--- src/design/vlc_pkg.sv ---
`timescale 1ns / 1ps
// ----------------------------------------------------------------------------
// vlc_pkg
// Shared types and constants for the 32/64-bit varint codec: result kinds,
// group and limit constants, and the control word of the shift unit.
// ----------------------------------------------------------------------------
package vlc_pkg;

	// field widths
	localparam int VALUE_W   = 64;
	localparam int BYTE_W    = 8;
	localparam int KIND_W    = 2;
	localparam int POS_W     = 7;
	localparam int SHAMT_W   = 6;
	localparam int APB_ADDR_W = 3;
	localparam int APB_DATA_W = 32;

	// group layout
	localparam int unsigned GROUP_BITS = 7;
	localparam logic [BYTE_W-1:0] CONT_MARK = 8'h80;
	localparam logic [BYTE_W-1:0] DATA_MASK = 8'h7f;

	// most continuation bytes in one encoding
	localparam logic [3:0] ENC_MAX_CONT = 4'd9;

	// action codes
	localparam logic ACT_DECODE = 1'b0;
	localparam logic ACT_ENCODE = 1'b1;

	// result kinds
	localparam logic [KIND_W-1:0] KIND_VALUE = 2'd0;
	localparam logic [KIND_W-1:0] KIND_BYTE  = 2'd1;
	localparam logic [KIND_W-1:0] KIND_ERROR = 2'd2;

	// register index of long_mode
	localparam logic REG_LONG_MODE = 1'b0;

	// shift direction
	localparam logic SHIFT_LEFT  = 1'b0;
	localparam logic SHIFT_RIGHT = 1'b1;

	// shift unit control
	typedef struct packed {
		logic               dir;
		logic [SHAMT_W-1:0] amount;
	} shift_ctl_t;

endpackage

--- src/design/vlc_shift.sv ---
`timescale 1ns / 1ps
// ----------------------------------------------------------------------------
// vlc_shift
// Shared 64-bit shifter: left by the bit position when decoding, right by one
// group when encoding.
// ----------------------------------------------------------------------------
module vlc_shift
	import vlc_pkg::*;
(
	input  shift_ctl_t          ctl,
	input  logic [VALUE_W-1:0]  operand,
	output logic [VALUE_W-1:0]  result
);

	// logical shift in either direction
	always_comb begin
		if (ctl.dir == SHIFT_RIGHT) begin
			result = operand >> ctl.amount;
		end else begin
			result = operand << ctl.amount;
		end
	end

endmodule

--- config.mk ---
export PLATFORM = sky130hd
export DESIGN_NAME = vlc_shift
export DESIGN_NICKNAME = d
export VERILOG_FILES = /design/src/design/vlc_pkg.sv /design/src/design/vlc_shift.sv
export SDC_FILE = /design/constraint.sdc
export NUM_CORES = 1
export LEC_CHECK = 0
export BUFFER_PORTS_ARGS = -buffer_cell sky130_fd_sc_hd__buf_2
export CAP_MARGIN = 20
export CORE_MARGIN = 4
export CORE_UTILIZATION = 50
export DETAILED_ROUTE_END_ITERATION = 10
export PLACE_DENSITY_LB_ADDON = 0.05
export SLEW_MARGIN = 20
export SYNTH_ARGS = -nofsm -noshare
export SYNTH_HDL_FRONTEND = slang
export SYNTH_SLANG_ARGS = --single-unit
--- constraint.sdc ---
create_clock -name vclk -period 3.55
set_input_delay 0.5325 -clock vclk [all_inputs]
set_output_delay 0.5325 -clock vclk [all_outputs]
set_load 0.02 [all_outputs]
==> reports/qor.yml <==
setup_path:
  crit_family: "multiplexers"
  arrival_ns: 2.96
  worst-path-buf-inv: 3
  cp-start-kind: "input port"
  cp.depth: 8
  required_ns: 3.02
  cp_slowest_cell: "mux4_2"
  path_cells: "clkbuf_8 > buf_4 > mux4_2 > a22oi_1 > mux2_2 > o22ai_1 > or3b_1 > buf_2"
  cp_max_fo: 24
  max_stage_delay_ns: 0.54
  criticalPathCategory: "in2out"
  endpoint_kind: "output port"
power_and_ir_drop:
  ir_worst_vdd_mv: 0.161
  powerDensity_nw_per_um2: 203
  power.switching_mw: 1.23
  pwr-share-seq: 0
  combPwrFrac: 1.000
  clockPowerShare: 0
  swShare: 0.601
  p_int_uw: 818
  power.leakage_nw: 4.00
  p_total_mw: 2.05
yosys:
  synth_top_family_by_area: "multiplexers"
  postSynthAreaPerCell_sq_um: 8.73
  synthXorXnorAreaFrac: 0
  synth_fa_ha_area_frac: 0
  yosysSeqAreaShare: 0
  synth_compound_area_frac: 0.240
  syn-num-nets: 1048
  yosys_warnings: 0
  syn_inst: 977
  synth_simple_gate_area_frac: 0.137
  synthDistinctLibCells: 62
  muxShareOfSynthArea: 0.557
  synth_area_sq_um: 8530
sta:
  maxSlewViolCount: 0
  setup_tns_ns: 0
  fin_crit_sh: 0.984
  final.setup.worst_slack_ns: 0.0572
  hold_violations: 0
  fin_hold_ws_ns: 1.67
  fmax_mhz: 286
  period_needed_ns: 3.49
  slew_headroom: 0.401
  rsz0062_at_grt: "false"
  finalSetupViolCount: 0
  tightest_slew_ns: 0.899
floorplan:
  initial_core_util: 0.513
  die_h_um: 139
  dieArea_sq_um: 19200
  rows: 47
  core_sq_um: 16600
  ios: 135
  die_w_um: 139
layout:
  postLayoutCoreUtil: 0.608
  drive_gt1_frac: 0.409
  design.seq.count: 0
  antenna_cells: 0
  final_net_count: 1213
  regArea_sq_um: 0
  area_delta_synth_final_pct: 18.5
  clockBufferCount: 0
global_route:
  grt_pass1_wl_um: 65900
  grt_max_degree: 65
  grt_overflow: 0
  antenna_found_initial: 3
  grt_usage: 0.440
  grt_pass1_vias: 10100
clock_network:
  cts_setup_buffers: 0
  cts-resized-gates: 0
  hold_buffers: 0
placed_design:
  port_buffers: 135
  gp_congestion: 1.13
  hpwl_um: 34900
  pre_cts_slack_ns: 0.103
routing:
  drt-total-wl_um: 44500
  via_per_inst: 7.84
  firstDrtPassIters: 7
  drt_iter0_drc: 1850
  drc: 0
  postRouteAntennaNets: 0
  dr_total_vias: 10700
  wl_per_cell_um: 32.7
outcome:
  status: "complete, no violations"
worst_hold_path:
  min_path_type: "in2out"
  min_path_cells: 4
flow_run:
  maxCapViolCount: 0
cell usage in the layout (no fill, tap or decap), types with 3 or more instances in the layout:
master and instances:
buf_2 132, mux4_2 127, buf_4 125, mux2i_1 124
nor2_1 122, o22ai_1 67, mux2_2 58, nand2_1 51
o21ai_0 46, a21oi_1 41, o211ai_1 28, o221ai_1 21
nand2b_1 15, a211oi_1 15, nor3_1 15, a22oi_1 13
buf_12 11, nand3_1 10, nor2b_1 9, o2111ai_1 7
a221oi_1 7, o2bb2ai_1 6, a31oi_1 6, o22a_1 6
or3_1 5, and2_1 5, o32ai_1 5, nand3b_1 4
a2bb2oi_1 4, nand4_1 4, inv_1 3, or2_2 3
and3_1 3, a211o_1 3, o221a_2 3
synthesized netlist by cell type (15+ instances only):
| library cell | number | area share |
|---|---|---|
| a21oi_1 | 41 | 0.024 |
| nand2b_1 | 15 | 0.011 |
| nor2_1 | 122 | 0.054 |
| buf_1 | 16 | 0.0070 |
| mux2_2 | 58 | 0.077 |
| clkbuf_1 | 50 | 0.022 |
| o22ai_1 | 67 | 0.049 |
| a211oi_1 | 15 | 0.013 |
| nand2_1 | 51 | 0.022 |
| mux4_2 | 127 | 0.34 |
| nor3_1 | 16 | 0.0094 |
| mux2i_1 | 124 | 0.15 |
| o221ai_1 | 21 | 0.022 |
| o211ai_1 | 28 | 0.025 |
| buf_2 | 22 | 0.013 |
| o21ai_0 | 46 | 0.027 |
logic make-up after synthesis:
family | Yosys count
AO/OA/AOI/OAI | 299
buffers and inverters | 112
AND/OR/NAND/NOR | 257
multiplexers | 309
metal layers:
| metal | wire [um] | vias up | GRT usage | share of wire |
|---|---|---|---|---|
| li1 | - | 4366 | - | - |
| met1 | 16000 | 5066 | 0.594 | 0.36 |
| met2 | 18600 | 1016 | 0.645 | 0.42 |
| met3 | 7150 | 208 | 0.146 | 0.16 |
| met4 | 2750 | 4 | 0.194 | 0.062 |
| met5 | 29 | - | 0 | 0.00065 |
layout make-up:
| type | instances | area [sq um] |
|---|---|---|
| fillers | 1523 | 6530 |
| inverters | 5 | 21.3 |
| multi-input cells | 865 | 7970 |
| well taps | 220 | 275 |
| repair buffers | 270 | 1840 |
per-stage QoR:
| step | area (sq um) | cells |
|---|---|---|
| 2_1_floorplan | 8530 | 977 |
| 3_3_place_gp | 10100 | 1360 |
| 3_5_place_dp | 10100 | 1360 |
| 4_1_cts | 10100 | 1360 |
| 5_1_grt | 10100 | 1360 |
| 6_report | 10100 | 1360 |
tightest hold or removal path, stage by stage:
cell and delay [ns]:
buf_2 0.23, o2111ai_1 0.14, o21ai_0 0.08, buf_2 0.16
power by group through the flow:
stage | sequential, mW | clock [mW] | combinational, mW
2_1_floorplan | 0 | 0 | 1.16
3_3_place_gp | 0 | 0 | 1.95
3_5_place_dp | 0 | 0 | 1.96
4_1_cts | 0 | 0 | 1.96
5_1_grt | 0 | 0 | 2.12
6_report | 0 | 0 | 2.05
worst paths after layout:
kind	startpoint	endpoint
worst max-delay path	ctl[0]	result[29]
worst min-delay path	ctl[4]	result[26]
No activity file was read; power rests on OpenSTA's default activity.
